**src/design/spoken_number_segment_sequencer_unit_defines.svh**
```systemverilog
// ----------------------------------------------------------------------------
// spoken number segment sequencer: assertion macros
// shared property shapes, clocked on clk_i and quiet while rst_ni is low
// ----------------------------------------------------------------------------
`ifndef SPOKEN_NUMBER_SEGMENT_SEQUENCER_UNIT_DEFINES_SVH
`define SPOKEN_NUMBER_SEGMENT_SEQUENCER_UNIT_DEFINES_SVH

// same-cycle implication
`define SNSS_ASSERT_IMPL(lbl, ante, cons, msg) \
  lbl: assert property (@(posedge clk_i) disable iff (!rst_ni) (ante) |-> (cons)) \
    else $error(msg);

// next-cycle implication
`define SNSS_ASSERT_NEXT(lbl, ante, cons, msg) \
  lbl: assert property (@(posedge clk_i) disable iff (!rst_ni) (ante) |=> (cons)) \
    else $error(msg);

`endif

```
**src/design/snss_pkg.sv**
```systemverilog
// ----------------------------------------------------------------------------
// snss_pkg
// types, constants and the control store of the spoken number sequencer
// ----------------------------------------------------------------------------
`default_nettype none

package snss_pkg;

  localparam int unsigned SnssBinW    = 20;
  localparam int unsigned SnssDigits  = 6;
  localparam int unsigned BcdW        = 4 * SnssDigits;
  localparam int unsigned CntDigits   = 4;   // count is spoken mod 10000
  localparam int unsigned CfgIdxW     = 8;
  localparam int unsigned SegW        = 8;
  localparam int unsigned StepW       = 5;

  localparam logic [SnssBinW-1:0] TotalMax = 20'd999999;
  localparam logic [SegW-1:0]     TensBase = 8'd19;

  // configuration register indexes
  localparam logic [CfgIdxW-1:0] CfgHundred    = 8'd0;
  localparam logic [CfgIdxW-1:0] CfgHundredAnd = 8'd1;
  localparam logic [CfgIdxW-1:0] CfgThousand   = 8'd2;
  localparam logic [CfgIdxW-1:0] CfgThousandAnd = 8'd3;
  localparam logic [CfgIdxW-1:0] CfgPiece      = 8'd4;
  localparam logic [CfgIdxW-1:0] CfgPieces     = 8'd5;
  localparam logic [CfgIdxW-1:0] CfgTotal      = 8'd6;
  localparam logic [CfgIdxW-1:0] CfgTotalEn    = 8'd7;

  typedef struct packed {
    logic [15:0] piece_count;
    logic [19:0] running_total;
    logic        voice_fault;
  } in_item_t;

  typedef struct packed {
    logic [7:0] segment_number;
    logic       last_segment;
  } out_item_t;

  typedef struct packed {
    logic [SegW-1:0] hundred;
    logic [SegW-1:0] hundred_and;
    logic [SegW-1:0] thousand;
    logic [SegW-1:0] thousand_and;
    logic [SegW-1:0] piece;
    logic [SegW-1:0] pieces;
    logic [SegW-1:0] total;
    logic            total_en;
  } cfg_t;

  // item status handed to the sequencer
  typedef struct packed {
    logic cnt_zero;
    logic cnt_one;
    logic tot_skip;
  } flags_t;

  // one segment offered by the sequencer
  typedef struct packed {
    logic            vld;
    logic [SegW-1:0] seg;
  } emit_t;

  typedef enum logic [3:0] {
    SRC_NONE,
    SRC_D5,
    SRC_D2,
    SRC_PA_FIRST,
    SRC_PA_SECOND,
    SRC_PB_FIRST,
    SRC_PB_SECOND,
    SRC_HUND,
    SRC_HUND_AND,
    SRC_THOU,
    SRC_THOU_AND,
    SRC_PIECE,
    SRC_TOTAL
  } src_e;

  typedef enum logic [3:0] {
    COND_NEVER,
    COND_HI_ZERO,
    COND_D5_ZERO,
    COND_D2_ZERO,
    COND_PA_ZERO,
    COND_PB_ZERO,
    COND_PA_ONE_SEG,
    COND_PB_ONE_SEG,
    COND_CNT_ZERO,
    COND_SEL_TOTAL,
    COND_TOT_SKIP
  } cond_e;

  typedef logic [StepW-1:0] step_t;

  // control word: condition true jumps silently, false emits the source segment, if any, and moves on
  typedef struct packed {
    src_e  src;
    cond_e cond;
    step_t t_true;
    step_t t_false;
    logic  set_total;
  } uword_t;

  localparam step_t LStart   = 5'd0;
  localparam step_t LNum     = 5'd1;
  localparam step_t LD5      = 5'd2;
  localparam step_t LHa      = 5'd3;
  localparam step_t LHw1     = 5'd4;
  localparam step_t LPa1     = 5'd5;
  localparam step_t LPa2     = 5'd6;
  localparam step_t LMid     = 5'd7;
  localparam step_t LMid2    = 5'd8;
  localparam step_t LThEnd   = 5'd9;
  localparam step_t LLow     = 5'd10;
  localparam step_t LHb      = 5'd11;
  localparam step_t LHb2     = 5'd12;
  localparam step_t LHw2     = 5'd13;
  localparam step_t LPb1     = 5'd14;
  localparam step_t LPb2     = 5'd15;
  localparam step_t LRet     = 5'd16;
  localparam step_t LPiece   = 5'd17;
  localparam step_t LTot     = 5'd18;
  localparam step_t LDone    = 5'd19;

  function automatic uword_t snss_rom(step_t a);
    uword_t w;
    w = '{src: SRC_NONE, cond: COND_NEVER, t_true: LDone, t_false: LDone, set_total: 1'b0};
    case (a)
      LStart: w = '{src: SRC_NONE, cond: COND_CNT_ZERO, t_true: LTot, t_false: LNum,
                    set_total: 1'b0};
      LNum:   w = '{src: SRC_NONE, cond: COND_HI_ZERO, t_true: LLow, t_false: LD5,
                    set_total: 1'b0};
      LD5:    w = '{src: SRC_D5, cond: COND_D5_ZERO, t_true: LPa1, t_false: LHa,
                    set_total: 1'b0};
      LHa:    w = '{src: SRC_HUND_AND, cond: COND_PA_ZERO, t_true: LHw1, t_false: LPa1,
                    set_total: 1'b0};
      LHw1:   w = '{src: SRC_HUND, cond: COND_NEVER, t_true: LMid, t_false: LMid,
                    set_total: 1'b0};
      LPa1:   w = '{src: SRC_PA_FIRST, cond: COND_NEVER, t_true: LPa2, t_false: LPa2,
                    set_total: 1'b0};
      LPa2:   w = '{src: SRC_PA_SECOND, cond: COND_PA_ONE_SEG, t_true: LMid, t_false: LMid,
                    set_total: 1'b0};
      LMid:   w = '{src: SRC_THOU, cond: COND_D2_ZERO, t_true: LMid2, t_false: LHb,
                    set_total: 1'b0};
      LMid2:  w = '{src: SRC_THOU_AND, cond: COND_PB_ZERO, t_true: LThEnd, t_false: LPb1,
                    set_total: 1'b0};
      LThEnd: w = '{src: SRC_THOU, cond: COND_NEVER, t_true: LRet, t_false: LRet,
                    set_total: 1'b0};
      LLow:   w = '{src: SRC_NONE, cond: COND_D2_ZERO, t_true: LPb1, t_false: LHb,
                    set_total: 1'b0};
      LHb:    w = '{src: SRC_D2, cond: COND_NEVER, t_true: LHb2, t_false: LHb2,
                    set_total: 1'b0};
      LHb2:   w = '{src: SRC_HUND_AND, cond: COND_PB_ZERO, t_true: LHw2, t_false: LPb1,
                    set_total: 1'b0};
      LHw2:   w = '{src: SRC_HUND, cond: COND_NEVER, t_true: LRet, t_false: LRet,
                    set_total: 1'b0};
      LPb1:   w = '{src: SRC_PB_FIRST, cond: COND_NEVER, t_true: LPb2, t_false: LPb2,
                    set_total: 1'b0};
      LPb2:   w = '{src: SRC_PB_SECOND, cond: COND_PB_ONE_SEG, t_true: LRet, t_false: LRet,
                    set_total: 1'b0};
      LRet:   w = '{src: SRC_NONE, cond: COND_SEL_TOTAL, t_true: LDone, t_false: LPiece,
                    set_total: 1'b0};
      LPiece: w = '{src: SRC_PIECE, cond: COND_NEVER, t_true: LTot, t_false: LTot,
                    set_total: 1'b0};
      LTot:   w = '{src: SRC_TOTAL, cond: COND_TOT_SKIP, t_true: LDone, t_false: LNum,
                    set_total: 1'b1};
      default: w = '{src: SRC_NONE, cond: COND_NEVER, t_true: LDone, t_false: LDone,
                     set_total: 1'b0};
    endcase
    return w;
  endfunction

endpackage

`default_nettype wire

```
**src/design/snss_bcd.sv**
```systemverilog
// ----------------------------------------------------------------------------
// snss_bcd
// shift-and-add-3 binary to decimal converter, one input bit per cycle
// ----------------------------------------------------------------------------
`default_nettype none

module snss_bcd (
  input  logic                          clk_i,
  input  logic                          rst_ni,
  input  logic                          start_i,
  input  logic [snss_pkg::SnssBinW-1:0] bin_i,
  output logic                          busy_o,
  output logic [snss_pkg::BcdW-1:0]     bcd_o
);
  import snss_pkg::*;

  localparam int unsigned CntW = $clog2(SnssBinW);

  logic [SnssBinW-1:0] bin_q, bin_d;
  logic [BcdW-1:0]     bcd_q, bcd_d, adj;
  logic [CntW-1:0]     cnt_q, cnt_d;
  logic                busy_q, busy_d;

  always_comb begin
    adj = bcd_q;
    for (int i = 0; i < SnssDigits; i++) begin
      if (bcd_q[4*i +: 4] >= 4'd5) begin
        adj[4*i +: 4] = bcd_q[4*i +: 4] + 4'd3;
      end
    end
  end

  always_comb begin
    bin_d  = bin_q;
    bcd_d  = bcd_q;
    cnt_d  = cnt_q;
    busy_d = busy_q;
    if (start_i) begin
      bin_d  = bin_i;
      bcd_d  = '0;
      cnt_d  = '0;
      busy_d = 1'b1;
    end else if (busy_q) begin
      bcd_d = {adj[BcdW-2:0], bin_q[SnssBinW-1]};
      bin_d = {bin_q[SnssBinW-2:0], 1'b0};
      cnt_d = cnt_q + 1'b1;
      if (cnt_q == CntW'(SnssBinW - 1)) begin
        busy_d = 1'b0;
      end
    end
  end

  always_ff @(posedge clk_i or negedge rst_ni) begin
    if (!rst_ni) begin
      cnt_q  <= '0;
      busy_q <= 1'b0;
    end else begin
      cnt_q  <= cnt_d;
      busy_q <= busy_d;
    end
  end

  always_ff @(posedge clk_i) begin
    bin_q <= bin_d;
    bcd_q <= bcd_d;
  end

  assign busy_o = busy_q;
  assign bcd_o  = bcd_q;

endmodule

`default_nettype wire

```
**src/design/snss_seq.sv**
```systemverilog
// ----------------------------------------------------------------------------
// snss_seq
// microprogrammed word sequencer: one control word per step picks a segment
// ----------------------------------------------------------------------------
`default_nettype none

module snss_seq (
  input  logic                      clk_i,
  input  logic                      rst_ni,
  input  logic                      start_i,
  input  logic                      run_i,
  input  logic                      adv_i,
  input  logic [snss_pkg::BcdW-1:0] cnt_bcd_i,
  input  logic [snss_pkg::BcdW-1:0] tot_bcd_i,
  input  snss_pkg::cfg_t            cfg_i,
  input  snss_pkg::flags_t          flags_i,
  output snss_pkg::emit_t           emit_o,
  output logic                      done_o
);
  import snss_pkg::*;

  step_t           step_q, step_d;
  logic            sel_q, sel_d;
  uword_t          uw;
  logic [3:0]      dig [SnssDigits];
  logic            cond;
  logic [SegW-1:0] seg;
  logic            done;

  function automatic logic [SegW-1:0] digit_seg(logic [3:0] d);
    return {4'd0, d} + 8'd1;
  endfunction

  // 0..19 as one segment, otherwise the tens word
  function automatic logic [SegW-1:0] pair_first(logic [3:0] t, logic [3:0] o);
    logic [SegW-1:0] r;
    if (t < 4'd2) begin
      r = (t[0] ? 8'd10 : 8'd0) + {4'd0, o} + 8'd1;
    end else begin
      r = {4'd0, t} + TensBase;
    end
    return r;
  endfunction

  // digit view: count keeps its low four digits only
  always_comb begin
    for (int i = 0; i < SnssDigits; i++) begin
      if (sel_q) begin
        dig[i] = tot_bcd_i[4*i +: 4];
      end else if (i < CntDigits) begin
        dig[i] = cnt_bcd_i[4*i +: 4];
      end else begin
        dig[i] = 4'd0;
      end
    end
  end

  assign uw   = snss_rom(step_q);
  assign done = (step_q == LDone);

  always_comb begin
    case (uw.cond)
      COND_NEVER:      cond = 1'b0;
      COND_HI_ZERO:    cond = (dig[3] == 4'd0) && (dig[4] == 4'd0) && (dig[5] == 4'd0);
      COND_D5_ZERO:    cond = (dig[5] == 4'd0);
      COND_D2_ZERO:    cond = (dig[2] == 4'd0);
      COND_PA_ZERO:    cond = (dig[4] == 4'd0) && (dig[3] == 4'd0);
      COND_PB_ZERO:    cond = (dig[1] == 4'd0) && (dig[0] == 4'd0);
      COND_PA_ONE_SEG: cond = (dig[4] < 4'd2) || (dig[3] == 4'd0);
      COND_PB_ONE_SEG: cond = (dig[1] < 4'd2) || (dig[0] == 4'd0);
      COND_CNT_ZERO:   cond = flags_i.cnt_zero;
      COND_SEL_TOTAL:  cond = sel_q;
      COND_TOT_SKIP:   cond = flags_i.tot_skip;
      default:         cond = 1'b0;
    endcase
  end

  always_comb begin
    case (uw.src)
      SRC_D5:        seg = digit_seg(dig[5]);
      SRC_D2:        seg = digit_seg(dig[2]);
      SRC_PA_FIRST:  seg = pair_first(dig[4], dig[3]);
      SRC_PA_SECOND: seg = digit_seg(dig[3]);
      SRC_PB_FIRST:  seg = pair_first(dig[1], dig[0]);
      SRC_PB_SECOND: seg = digit_seg(dig[0]);
      SRC_HUND:      seg = cfg_i.hundred;
      SRC_HUND_AND:  seg = cfg_i.hundred_and;
      SRC_THOU:      seg = cfg_i.thousand;
      SRC_THOU_AND:  seg = cfg_i.thousand_and;
      SRC_PIECE:     seg = flags_i.cnt_one ? cfg_i.piece : cfg_i.pieces;
      SRC_TOTAL:     seg = cfg_i.total;
      default:       seg = '0;
    endcase
  end

  always_comb begin
    step_d = step_q;
    sel_d  = sel_q;
    if (start_i) begin
      step_d = LStart;
      sel_d  = 1'b0;
    end else if (run_i && adv_i && !done) begin
      step_d = cond ? uw.t_true : uw.t_false;
      if (uw.set_total) begin
        sel_d = 1'b1;
      end
    end
  end

  always_ff @(posedge clk_i or negedge rst_ni) begin
    if (!rst_ni) begin
      step_q <= LStart;
      sel_q  <= 1'b0;
    end else begin
      step_q <= step_d;
      sel_q  <= sel_d;
    end
  end

  assign emit_o.vld = run_i && !done && !cond && (uw.src != SRC_NONE);
  assign emit_o.seg = seg;
  assign done_o     = done;

endmodule

`default_nettype wire

```
**src/design/spoken_number_segment_sequencer_unit.sv**
```systemverilog
// ----------------------------------------------------------------------------
// spoken_number_segment_sequencer_unit
// turns a piece count and a running total into ordered voice segment numbers
// ----------------------------------------------------------------------------
// usage
//   in channel: one transfer is one announcement (count, total, fault flag)
//   out channel: one transfer per segment, last_segment set on the final one
//   cfg channel: always ready, index picks a word register, others ignored
// timing
//   after an input transfer the decimal converters shift in all 20 bits and
//   control moves on once both are done; the microprogram then runs 2 to 24
//   steps at one per cycle while not stalled, plus the end step and the flush
//   state; a faulted item is taken but starts nothing and gives no segments;
//   one item is in work at a time; in_ready returns after the final segment
//   has moved into the output register, which may still wait
// stalls
//   a one-deep pending register feeds the output register; with both full
//   and the receiver holding off, the next emitting step waits until it drains
// reset
//   all word registers clear to zero, control returns to idle, no output
// ----------------------------------------------------------------------------
`default_nettype none

`include "spoken_number_segment_sequencer_unit_defines.svh"

module spoken_number_segment_sequencer_unit (
  input  logic                         clk_i,
  input  logic                         rst_ni,
  input  logic                         in_valid_i,
  output logic                         in_ready_o,
  input  snss_pkg::in_item_t           in_data_i,
  output logic                         out_valid_o,
  input  logic                         out_ready_i,
  output snss_pkg::out_item_t          out_data_o,
  input  logic                         cfg_valid_i,
  output logic                         cfg_ready_o,
  input  logic [snss_pkg::CfgIdxW-1:0] cfg_index_i,
  input  logic [snss_pkg::SegW-1:0]    cfg_data_i
);
  import snss_pkg::*;

  typedef enum logic [3:0] {
    ST_IDLE  = 4'b0001,
    ST_CONV  = 4'b0010,
    ST_RUN   = 4'b0100,
    ST_FLUSH = 4'b1000
  } state_e;

  state_e          state_q, state_d;
  cfg_t            cfg_q, cfg_d;

  // item status, captured on the input transfer
  logic            cnt_zero_q, cnt_one_q, tot_zero_q;
  logic [SnssBinW-1:0] tot_sat;

  // pending segment and output register
  logic            pend_q, pend_d;
  logic [SegW-1:0] pend_seg_q, pend_seg_d;
  logic            out_vld_q, out_vld_d;
  out_item_t       out_q, out_d;
  logic            out_load;

  logic            accept, start, adv;
  logic            cnt_busy, tot_busy;
  logic [BcdW-1:0] cnt_bcd, tot_bcd;
  flags_t          flags;
  emit_t           emit;
  logic            seq_done;

  assign in_ready_o  = (state_q == ST_IDLE);
  assign accept      = in_valid_i && in_ready_o;
  assign cfg_ready_o = 1'b1;

  // totals above the spoken range are clipped
  assign tot_sat = (in_data_i.running_total > TotalMax) ? TotalMax : in_data_i.running_total;

  // configuration writes
  always_comb begin
    cfg_d = cfg_q;
    if (cfg_valid_i) begin
      case (cfg_index_i)
        CfgHundred:     cfg_d.hundred      = cfg_data_i;
        CfgHundredAnd:  cfg_d.hundred_and  = cfg_data_i;
        CfgThousand:    cfg_d.thousand     = cfg_data_i;
        CfgThousandAnd: cfg_d.thousand_and = cfg_data_i;
        CfgPiece:       cfg_d.piece        = cfg_data_i;
        CfgPieces:      cfg_d.pieces       = cfg_data_i;
        CfgTotal:       cfg_d.total        = cfg_data_i;
        CfgTotalEn:     cfg_d.total_en     = cfg_data_i[0];
        default:        cfg_d = cfg_q;
      endcase
    end
  end

  always_ff @(posedge clk_i or negedge rst_ni) begin
    if (!rst_ni) begin
      cfg_q <= '0;
    end else begin
      cfg_q <= cfg_d;
    end
  end

  always_ff @(posedge clk_i) begin
    if (accept) begin
      cnt_zero_q <= (in_data_i.piece_count == 16'd0);
      cnt_one_q  <= (in_data_i.piece_count == 16'd1);
      tot_zero_q <= (tot_sat == '0);
    end
  end

  assign flags.cnt_zero = cnt_zero_q;
  assign flags.cnt_one  = cnt_one_q;
  assign flags.tot_skip = !cfg_q.total_en || tot_zero_q;

  // decimal digits of count and total, converted side by side
  snss_bcd u_cnt_bcd (
    .clk_i   (clk_i),
    .rst_ni  (rst_ni),
    .start_i (start),
    .bin_i   ({{(SnssBinW - 16){1'b0}}, in_data_i.piece_count}),
    .busy_o  (cnt_busy),
    .bcd_o   (cnt_bcd)
  );

  snss_bcd u_tot_bcd (
    .clk_i   (clk_i),
    .rst_ni  (rst_ni),
    .start_i (start),
    .bin_i   (tot_sat),
    .busy_o  (tot_busy),
    .bcd_o   (tot_bcd)
  );

  snss_seq u_seq (
    .clk_i     (clk_i),
    .rst_ni    (rst_ni),
    .start_i   (start),
    .run_i     (state_q == ST_RUN),
    .adv_i     (adv),
    .cnt_bcd_i (cnt_bcd),
    .tot_bcd_i (tot_bcd),
    .cfg_i     (cfg_q),
    .flags_i   (flags),
    .emit_o    (emit),
    .done_o    (seq_done)
  );

  // control: the pending register holds one segment back so the final one
  // can be tagged once the microprogram reaches its end
  always_comb begin
    state_d    = state_q;
    start      = 1'b0;
    adv        = 1'b1;
    out_load   = 1'b0;
    out_d      = out_q;
    pend_d     = pend_q;
    pend_seg_d = pend_seg_q;
    case (state_q)
      ST_IDLE: begin
        if (accept && !in_data_i.voice_fault) begin
          start   = 1'b1;
          state_d = ST_CONV;
        end
      end
      ST_CONV: begin
        if (!cnt_busy && !tot_busy) begin
          state_d = ST_RUN;
        end
      end
      ST_RUN: begin
        adv = !(emit.vld && pend_q && out_vld_q && !out_ready_i);
        if (seq_done) begin
          state_d = ST_FLUSH;
        end else if (emit.vld && adv) begin
          if (pend_q) begin
            out_load             = 1'b1;
            out_d.segment_number = pend_seg_q;
            out_d.last_segment   = 1'b0;
          end
          pend_d     = 1'b1;
          pend_seg_d = emit.seg;
        end
      end
      ST_FLUSH: begin
        if (!pend_q) begin
          state_d = ST_IDLE;
        end else if (!out_vld_q || out_ready_i) begin
          out_load             = 1'b1;
          out_d.segment_number = pend_seg_q;
          out_d.last_segment   = 1'b1;
          pend_d               = 1'b0;
          state_d              = ST_IDLE;
        end
      end
      default: begin
        state_d = ST_IDLE;
      end
    endcase
  end

  assign out_vld_d = out_load || (out_vld_q && !out_ready_i);

  always_ff @(posedge clk_i or negedge rst_ni) begin
    if (!rst_ni) begin
      state_q   <= ST_IDLE;
      pend_q    <= 1'b0;
      out_vld_q <= 1'b0;
    end else begin
      state_q   <= state_d;
      pend_q    <= pend_d;
      out_vld_q <= out_vld_d;
    end
  end

  always_ff @(posedge clk_i) begin
    pend_seg_q <= pend_seg_d;
    out_q      <= out_d;
  end

  assign out_valid_o = out_vld_q;
  assign out_data_o  = out_q;

  // pending segment is always handed on before the next item
  `SNSS_ASSERT_IMPL(a_idle_no_pend, state_q == ST_IDLE, !pend_q, "pending segment left in idle")
  // the microprogram only reads finished digits
  `SNSS_ASSERT_IMPL(a_run_conv_done, state_q == ST_RUN, !cnt_busy && !tot_busy,
    "digits read while converting")
  // the output register is never overwritten while it still waits
  `SNSS_ASSERT_IMPL(a_no_overrun, out_load, !out_vld_q || out_ready_i, "output register overrun")
  // a started item goes straight into conversion
  `SNSS_ASSERT_NEXT(a_start_conv, start, (state_q == ST_CONV) && cnt_busy && tot_busy,
    "conversion did not start")

endmodule

`default_nettype wire
```
**config.mk**
```make
export PLATFORM = sky130hd
export DESIGN_NAME = spoken_number_segment_sequencer_unit
export DESIGN_NICKNAME = d
export VERILOG_FILES = /design/src/design/snss_pkg.sv /design/src/design/snss_bcd.sv /design/src/design/snss_seq.sv /design/src/design/spoken_number_segment_sequencer_unit.sv
export VERILOG_INCLUDE_DIRS = /design/src /design/src/design
export SDC_FILE = /design/constraint.sdc
export NUM_CORES = 1
export LEC_CHECK = 0
export ABC_AREA = 1
export BUFFER_PORTS_ARGS = -buffer_cell sky130_fd_sc_hd__buf_2
export CORE_MARGIN = 2
export CORE_UTILIZATION = 30
export CTS_BUF_LIST = sky130_fd_sc_hd__clkbuf_16
export CTS_CLUSTER_SIZE = 24
export DETAILED_ROUTE_END_ITERATION = 7
export PLACE_DENSITY_LB_ADDON = 0.2
export SYNTH_ARGS = -nofsm -noshare
export SYNTH_HDL_FRONTEND = slang
export SYNTH_HIERARCHICAL = 1
export SYNTH_SLANG_ARGS = --single-unit
```
**constraint.sdc**
```tcl
create_clock -name clk_i -period 7.2 [get_ports clk_i]
set_input_delay 0 -clock clk_i [delete_from_list [all_inputs] [get_ports clk_i]]
set_output_delay 0 -clock clk_i [all_outputs]
set_load 0.1 [all_outputs]
```
Word-level counts from Yosys, hierarchy flattened --
Memories as Yosys holds them, arrays and structs flattened. Cells that the tools add are included.
Cells by class: add/subtract/negate cells 24, $lt $le $gt $ge 15, equality and inequality tests 46, mux-type cells 72, bitwise logic cells 1, reduce and logical (&&, ||, !) cells 58
Operators by type and width (count):
- $pmux W8 S12 | 1
- $mux W4 | 23
- $mux W20 | 3
- $ge A4 B3 Y1 const B | 12
- $mux W9 | 5
- $add A4 B2 Y4 const B | 10
- $eq A4 B3 Y1 const B | 9
- $eq A4 B4 Y1 const B | 9
- $mux W5 | 7
- $eq A8 B3 Y1 const B | 4
- $mux W16 | 2
- $logic_not A4 Y1 | 6
- $mux W8 | 3
- $mux W1 | 21
- $add A4 B1 Y5 const B | 4
- $eq A4 B2 Y1 const B | 5
- $gt A20 B20 Y1 const B | 1
- $logic_not A20 Y1 | 1
- $pmux W9 S2 | 1
- $reduce_and A2 Y1 | 9
- $add A8 B1 Y8 const B | 2
- $add A8 B4 Y8 | 2
- $eq A16 B1 Y1 const B | 1
- $eq A8 B2 Y1 const B | 2
- other kinds (25) | 73
Word-level totals: flip-flop bits (word level) 189, ROM bits 608, output and inout port bits 12, memories 1
Memory list:
- (no name shown) | words 32, width 19, rd ports 1, clocked after Yosys merged registers in 0, write ports 0, line snss_pkg.sv:130 | case (a)

Longest topological paths before layout --
Gate-level depths: netlist of the first run.
depth after elaboration 17, gate-level depth with buffers 20, depth with buffers taken out 20

Modules after synthesis --
Netlist of the first run, hierarchy kept.
Modules (own cells, without submodules):
- snss_bcd | times used 2, cells an instance 316, area an instance 2456.1 um^2, sequential area each 1231.2 um^2
- spoken_number_segment_sequencer_unit | times used 1, cells an instance 380, area an instance 3519.6 um^2, sequential area each 2178.3 um^2
- snss_seq | times used 1, cells an instance 505, area an instance 2587.5 um^2, sequential area each 150.1 um^2

Worst setup path after synthesis of the first run --
Ideal clock, no wire load.
kind register to register, start point register state_q[2], end point register u_cnt_bcd.bin_q[0], enable pin, arrival time 3.525 ns, path slack 3.299 ns, cell stages (with the launch flop) 10, path buffers 0, clock period less this slack 3.901 ns, path through dfrtp_1 -> nor2_1 -> nand2_1 -> nor2_1 -> inv_1 -> nor2_1 -> inv_1 -> nor2_1 -> nor2_4 -> inv_1
Between the ends: cells in the longest elaborated chain, start to end 6
RTL lines:
- start: declaration | line spoken_number_segment_sequencer_unit.sv:49 | state_e state_q, state_d;
- start signal: assignment | line spoken_number_segment_sequencer_unit.sv:209 | state_q <= state_d;
- $eq A4 B1 Y1 | line spoken_number_segment_sequencer_unit.sv:70 | assign in_ready_o = (state_q == ST_IDLE);
- named net in_ready_o | line spoken_number_segment_sequencer_unit.sv:30 | output logic in_ready_o,
- $logic_and A1 B1 Y1 | line spoken_number_segment_sequencer_unit.sv:71 | assign accept = in_valid_i && in_ready_o;
- named net accept | line spoken_number_segment_sequencer_unit.sv:63 | logic accept, start, adv;
- $logic_and A1 B1 Y1 | line spoken_number_segment_sequencer_unit.sv:160 | if (accept && !in_data_i.voice_fault) begin
- $mux W1 | line spoken_number_segment_sequencer_unit.sv:160
- $mux W1 | line spoken_number_segment_sequencer_unit.sv:158 | case (state_q)
- named net start | line spoken_number_segment_sequencer_unit.sv:63
- $reduce_bool A2 Y1 (no line)
- end signal: assignment | line snss_bcd.sv:64 | bin_q <= bin_d;
- end: declaration | line snss_bcd.sv:19 | logic [SnssBinW-1:0] bin_q, bin_d;
The timed path passes the listed nets, and every way through them passes these cells. A chain may end at the register's enable or synchronous reset.

==> reports/metrics.csv, run 1 <==
stage,metric,value,unit
run_status,outcome,completed,
route,wire_per_inst,13.25,um
place,io_buffers,68,
clocking,clock_path_buffers,2,
worst_setup_path,critPathKind,flop to flop,
grt,grt_antenna_before_repair,0,
worst_setup_path,start_kind,flop,
clocking,cts_tree,built,
timing,rsz0062_at_grt,false,
worst_setup_path,r2r-end,out_data_o[6],
worst_setup_path,reg2reg_depth,12,
route,vias_per_cell,4.624,
floorplan,die-area,36790,sq um
worst_setup_path,cp_common_cell,nand2_1,
worst_setup_path,path_buf_inv,2,
min_path,holdPathStages,4,
clocking,cts_max_level,4,
clocking,numClockSinks,181,
timing,finalSetupViolCount,0,
timing,relSlewSlack,38.40,%
grt,overflow,0,
worst_setup_path,arrival,3.67,ns
timing,slew_violations,0,
min_path,hold_class,input pin to flop,
worst_setup_path,worst_path_largest_cell_delay,0.90,ns
floorplan,row_count,68,
clocking,cts_setup_buffers,0,
route,drc_errors,0,
grt,grt_pass1_vias,8858,
route,num_vias,9345,
final_layout,drive_gt1_share,10.41,%
flow_run,maxCapViolations,0,
worst_setup_path,end_kind,flop,
worst_setup_path,timing.rr.start,u_seq/sel_q,
clocking,cts_made_buffers,17,
grt,gr-usage-met2,24.55,%
route,drt_iter0_drc,607,
synth,synth_cells,1452,
final_layout,finalNetCount,1652,
timing,fin_crit_sh,50.18,%
worst_setup_path,worstSetupStartpoint,u_seq/sel_q,
worst_setup_path,crit_required,7.26,ns
worst_setup_path,path_max_fanout,33,
timing,timing.fmax,276.8,MHz
worst_setup_path,crit_chain,"inv_2, o21ai_1, inv_1, nand3_1, nand2_1, nand2_1, nand3_1, nand2_1, nand4_1, a21oi_1, o21ai_0, a21oi_1",
route,antenna_left,0,
route,totalWireLength,26.79,mm
synth,yosysWarnings,6,
final_layout,antenna_cells,0,
synth,synth.avg_cell_area,7.288,sq um
final_layout,fill_cells,3647,
final_layout,area_delta_synth_final,16.88,%
timing,skew,0.01775,ns
floorplan,start_util,30.56,%
worst_setup_path,crit_family,compound AO/OA/AOI/OAI gates,
worst_setup_path,critPathSlowestCell,dfrtp_1,
timing,min_period,3.613,ns
grt,grtUsageMet1,20.78,%
floorplan,core_area,34630,sq um
timing,final.setup.tns,0,ns
floorplan,die_h,191.8,um
power_and_ir_drop,powerDensity,376.6,nW/um^2
synth,syn_area,10580,sq um
clocking,insertion_delay,0.44,ns
grt,grt_max_degree,69,
final_layout,final_core_utilization,35.72,%
place,hpwl,19.33,mm
timing,max_slew.worst_pin.slew,0.9241,ns
grt,grt_util_all_layers,15.19,%
place,detailed_place.area,11270,sq um
clocking,cts_resized,0,
final_layout,design_area,12370,sq um
power_and_ir_drop,max-vdd-ir-drop,242.9,uV
place,routabilityCongestion,0.8707,
floorplan,die_width,191.8,um
power_and_ir_drop,leakagePower,6.157,nW
worst_setup_path,ff2ff_setup_slack,3.59,ns
clocking,cts_root_buf,clkbuf_16,
grt,grt_pass1_wl,44.43,mm
grt,busiest_layer,met2,
timing,hold_viol,0,
clocking,clk_pin_slew,0.07,ns
min_path,min_to,cfg_q[0],
route,first_pass_iters,5,
floorplan,io_pins,70,
grt,grt_use_met3,2.704,%
min_path,hp-start,cfg_valid_i,
## placed cells by master, fill, tap and decap left out, drive strengths merged, types with 5 or more instances in the layout
cell / count
nand2: 558
inv: 172
o21ai: 126
nand3: 123
nor2: 116
dfrtp: 80
buf: 70
edfxtp: 60
dlygate4sd3: 51
dfxtp: 40
ha: 39
a21oi: 29
nand4: 21
clkbuf: 17
nor3: 8
or2: 6
o211ai: 5
conb: 5
clkinv: 5
## timing repair
action,CTS,global route
endpoints found under the hold margin,110,0
hold buffers,51,0
endpoints found under the setup margin,0,0
## worst reg2reg max path, stage by stage (launching register included)
cell and delay [ns]:
dfrtp_1 0.90, inv_2 0.25, o21ai_1 0.40, inv_1 0.10, nand3_1 0.14, nand2_1 0.08
nand2_1 0.07, nand3_1 0.08, nand2_1 0.13, nand4_1 0.10, a21oi_1 0.25, o21ai_0 0.14
a21oi_1 0.60
## flip-flops by register name (all words and copies together), names as in the netlist
register	cells
out_valid_o	1
cnt_one_q	1
u_cnt_bcd/cnt_q	5
tot_zero_q	1
u_tot_bcd/bin_q	20
u_tot_bcd/bcd_o	24
u_cnt_bcd/bin_q	20
out_data_o	9
pend_q	1
cfg_q	57
u_cnt_bcd/busy_o	1
u_tot_bcd/cnt_q	5
pend_seg_q	8
u_seq/step_q	5
u_cnt_bcd/bcd_o	16
u_tot_bcd/busy_o	1
u_seq/sel_q	1
state_q	4
cnt_zero_q	1
## metrics by stage
step           setup WS (ns)  total power, W  cells  hold WS [ns]
2_1_floorplan          3.299        0.003200   1455       -0.2956
3_3_place_gp           3.630        0.003675   1938       -0.1306
3_5_place_dp           3.588        0.003699   1938       -0.1308
4_1_cts                3.567        0.004701   2021       0.01049
5_1_grt                3.032        0.005084   2021       0.06591
6_report               3.587        0.004659   2021       0.01955
## routing by layer
metal	routed length, um	vias up
met5	0	-
met4	371	0
met3	949	22
met2	12450	189
met1	13020	4278
li1	-	4856
## area by class of cell
class	instances	area, sq um	share of cell area (%)
Clock inverter	15	162.7	1.315
Sequential cell	181	4631	37.44
Inverter	169	634.4	5.128
Clock buffer	17	425.4	3.439
Timing Repair Buffer	121	868.3	7.020
Multi-Input combinational cell	1063	5079	41.06
Tap cell	455	569.3	4.602
## worst max path at each step
stage	endpoint	slack, ns	cells after the start
after global placement	out_data_o[6]	3.63	12
final	out_data_o[6]	3.59	12
after global routing	out_data_o[6]	3.03	12
after CTS	out_data_o[6]	3.57	12
after floorplan	u_tot_bcd/bin_q[0]	3.30	9
after detailed placement	out_data_o[7]	3.59	12
## where the power goes
part	internal [W]	switching, W
Clock	0.000542	0.000416
Sequential	0.00143	0.000277
Combinational	0.000640	0.00135
Note: power is estimated with default switching activity, not from simulation.
==> inputs of run 2 (changes only) <==
==> constraint.sdc (replaced) <==
create_clock -name clk_i -period 3.2 [get_ports clk_i]
set_input_delay 0 -clock clk_i [delete_from_list [all_inputs] [get_ports clk_i]]
set_output_delay 0 -clock clk_i [all_outputs]
set_load 0.1 [all_outputs]
==> reports/metrics.csv, run 2 (same netlist as run 1, synthesis figures left out) <==
stage,metric,value,unit
worst_setup_path,end_kind,flop,
timing,skew,0.01806,ns
worst_setup_path,crit_family,simple AND/OR/NAND/NOR gates,
worst_setup_path,path_buf_inv,2,
final_layout,largest_register_ffs,57,
clocking,cts_tree,built,
floorplan,die_width,191.8,um
clocking,numClockSinks,181,
final_layout,finalNetCount,1675,
grt,grt_util_all_layers,15.48,%
grt,grt_max_degree,57,
place,io_buffers,68,
worst_setup_path,critPathSlowestCell,dfrtp_1,
clocking,insertion_delay,0.45,ns
grt,grt_antenna_before_repair,0,
final_layout,top_register,cfg_q,
place,detailed_place.area,11460,sq um
floorplan,die-area,36790,sq um
route,num_vias,9505,
route,wire_per_inst,13.46,um
floorplan,core_area,34630,sq um
timing,hold_viol,0,
worst_setup_path,critPathKind,flop to flop,
route,antenna_left,0,
floorplan,start_util,30.56,%
final_layout,antenna_cells,0,
floorplan,die_h,191.8,um
timing,finalSetupViolCount,0,
grt,gr-usage-met2,25.56,%
worst_setup_path,cp_common_cell,nand2_1,
timing,final.setup.tns,0,ns
worst_setup_path,crit_required,3.56,ns
timing,fin_crit_sh,90.53,%
route,drt_iter0_drc,670,
clocking,cts_made_buffers,17,
route,vias_per_cell,4.650,
clocking,cts_max_level,4,
final_layout,mostFrequentLayoutCells,"544 x nand2_1, 151 x inv_1, 120 x nand3_1, 100 x nor2_1",
worst_setup_path,ff2ff_setup_slack,0.30,ns
power_and_ir_drop,powerDensity,850.8,nW/um^2
grt,grtUsageMet1,20.93,%
worst_setup_path,crit_chain,"buf_4, ha_1, a21oi_1, nand2_1, nand3_1, nand2_1, nor2_2, nand2_1, nand3_1, nand2_1, nand4_1, a21oi_2, nand3_1, nand2_1, nor2_1, nand2_1, inv_1, nand3_1, o22ai_1",
route,drc_errors,0,
route,first_pass_iters,8,
timing,timing.fmax,345.2,MHz
place,hpwl,19.69,mm
final_layout,design_area,12570,sq um
grt,overflow,0,
timing,max_slew.worst_pin.slew,0.8207,ns
place,routabilityCongestion,0.8637,
worst_setup_path,path_max_fanout,7,
clocking,clock_path_buffers,2,
clocking,clk_pin_slew,0.07,ns
clocking,cts_root_buf,clkbuf_16,
timing,relSlewSlack,45.28,%
grt,grt_pass1_vias,9133,
floorplan,io_pins,70,
grt,busiest_layer,met2,
power_and_ir_drop,max-vdd-ir-drop,468.0,uV
worst_setup_path,start_kind,flop,
worst_setup_path,arrival,3.25,ns
timing,slew_violations,0,
route,totalWireLength,27.51,mm
worst_setup_path,worst_path_largest_cell_delay,0.39,ns
final_layout,area_delta_synth_final,18.78,%
final_layout,finalNonFillerCells,2044,
timing,rsz0062_at_grt,false,
place,placedCellCount,1961,
final_layout,layout_commonest_cell,nand2_1,
grt,grt_use_met3,2.558,%
final_layout,drive_gt1_share,12.27,%
power_and_ir_drop,leakagePower,6.284,nW
grt,grt_pass1_wl,45.30,mm
floorplan,row_count,68,
flow_run,maxCapViolations,0,
clocking,cts_setup_buffers,0,
min_path,hold_class,input pin to flop,
timing,min_period,2.897,ns
run_status,outcome,completed,
[run 2: changes by cell type in the layout (fill, tap and decap cells not counted), sizes merged]
| cell | change |
|---|---|
| buf | +23 |
| clkinvlp | -4 |
| bufinv | -2 |
| clkinv | +3 |
| inv | +3 |
[run 2: power breakdown]
group | internal [W] | total (W) | switching, W
sequential | 0.00322 | 0.00383 | 0.000609
combinational | 0.00158 | 0.00474 | 0.00316
clock | 0.00111 | 0.00213 | 0.00102
total | 0.00591 | 0.0107 | 0.00479
[run 2: worst reg2reg max path, cell delays in order (launching register included)]
cell and delay [ns]:
dfrtp_1 0.39, buf_4 0.18, ha_1 0.28, a21oi_1 0.23, nand2_1 0.12, nand3_1 0.12, nand2_1 0.12, nor2_2 0.14
nand2_1 0.08, nand3_1 0.09, nand2_1 0.11, nand4_1 0.14, a21oi_2 0.06, nand3_1 0.10, nand2_1 0.12, nor2_1 0.18
nand2_1 0.07, inv_1 0.07, nand3_1 0.07, o22ai_1 0.15
[run 2: per-stage QoR]
step | hold WS (ns) | total power, W | utilization, % | worst slack (ns)
6_report | 0.009545 | 0.01069 | 36.30 | 0.3029
5_1_grt | 0.02633 | 0.01165 | 36.30 | 0.01703
4_1_cts | 0.004400 | 0.01073 | 36.28 | 0.1875
3_5_place_dp | 0.1549 | 0.008512 | 33.10 | 0.2058
3_3_place_gp | 0.1646 | 0.008465 | 33.10 | 0.2864
2_1_floorplan | -0.2956 | 0.007212 | - | 0.1096
[run 2: repair_timing]
item,CTS,global route
setup endpoints to repair,0,23
gates resized for setup,0,5
endpoints found under the hold margin,150,0
hold buffers,51,0
[run 2: worst paths after layout]
check,from,cells after the start,to
min in group asynchronous,rst_ni,2,cfg_q[16]
max reg2reg,u_seq/step_q[0],19,u_seq/step_q[3]
max,u_seq/step_q[0],19,u_seq/step_q[3]
min reg2reg,pend_seg_q[6],0,out_data_o[7]
max in group asynchronous,rst_ni,3,cfg_q[54]
min,cfg_valid_i,4,cfg_q[0]
[run 2: metal layers]
metal / share of wire, % / up-vias
met1: 50 / 4425
met3: 3.0 / 22
met5: 0 / -
met4: 1.3 / 0
li1: - / 4903
met2: 46 / 155
[run 2: final cells by class]
cell class | instances | area [sq um]
fillers | 3645 | 22060
flip-flops and latches | 181 | 4632
inverters | 169 | 634.4
clock buffers | 17 | 425.4
clock inverters | 15 | 162.7
well taps | 455 | 569.3
multi-input cells | 1063 | 5092
repair buffers | 144 | 1054
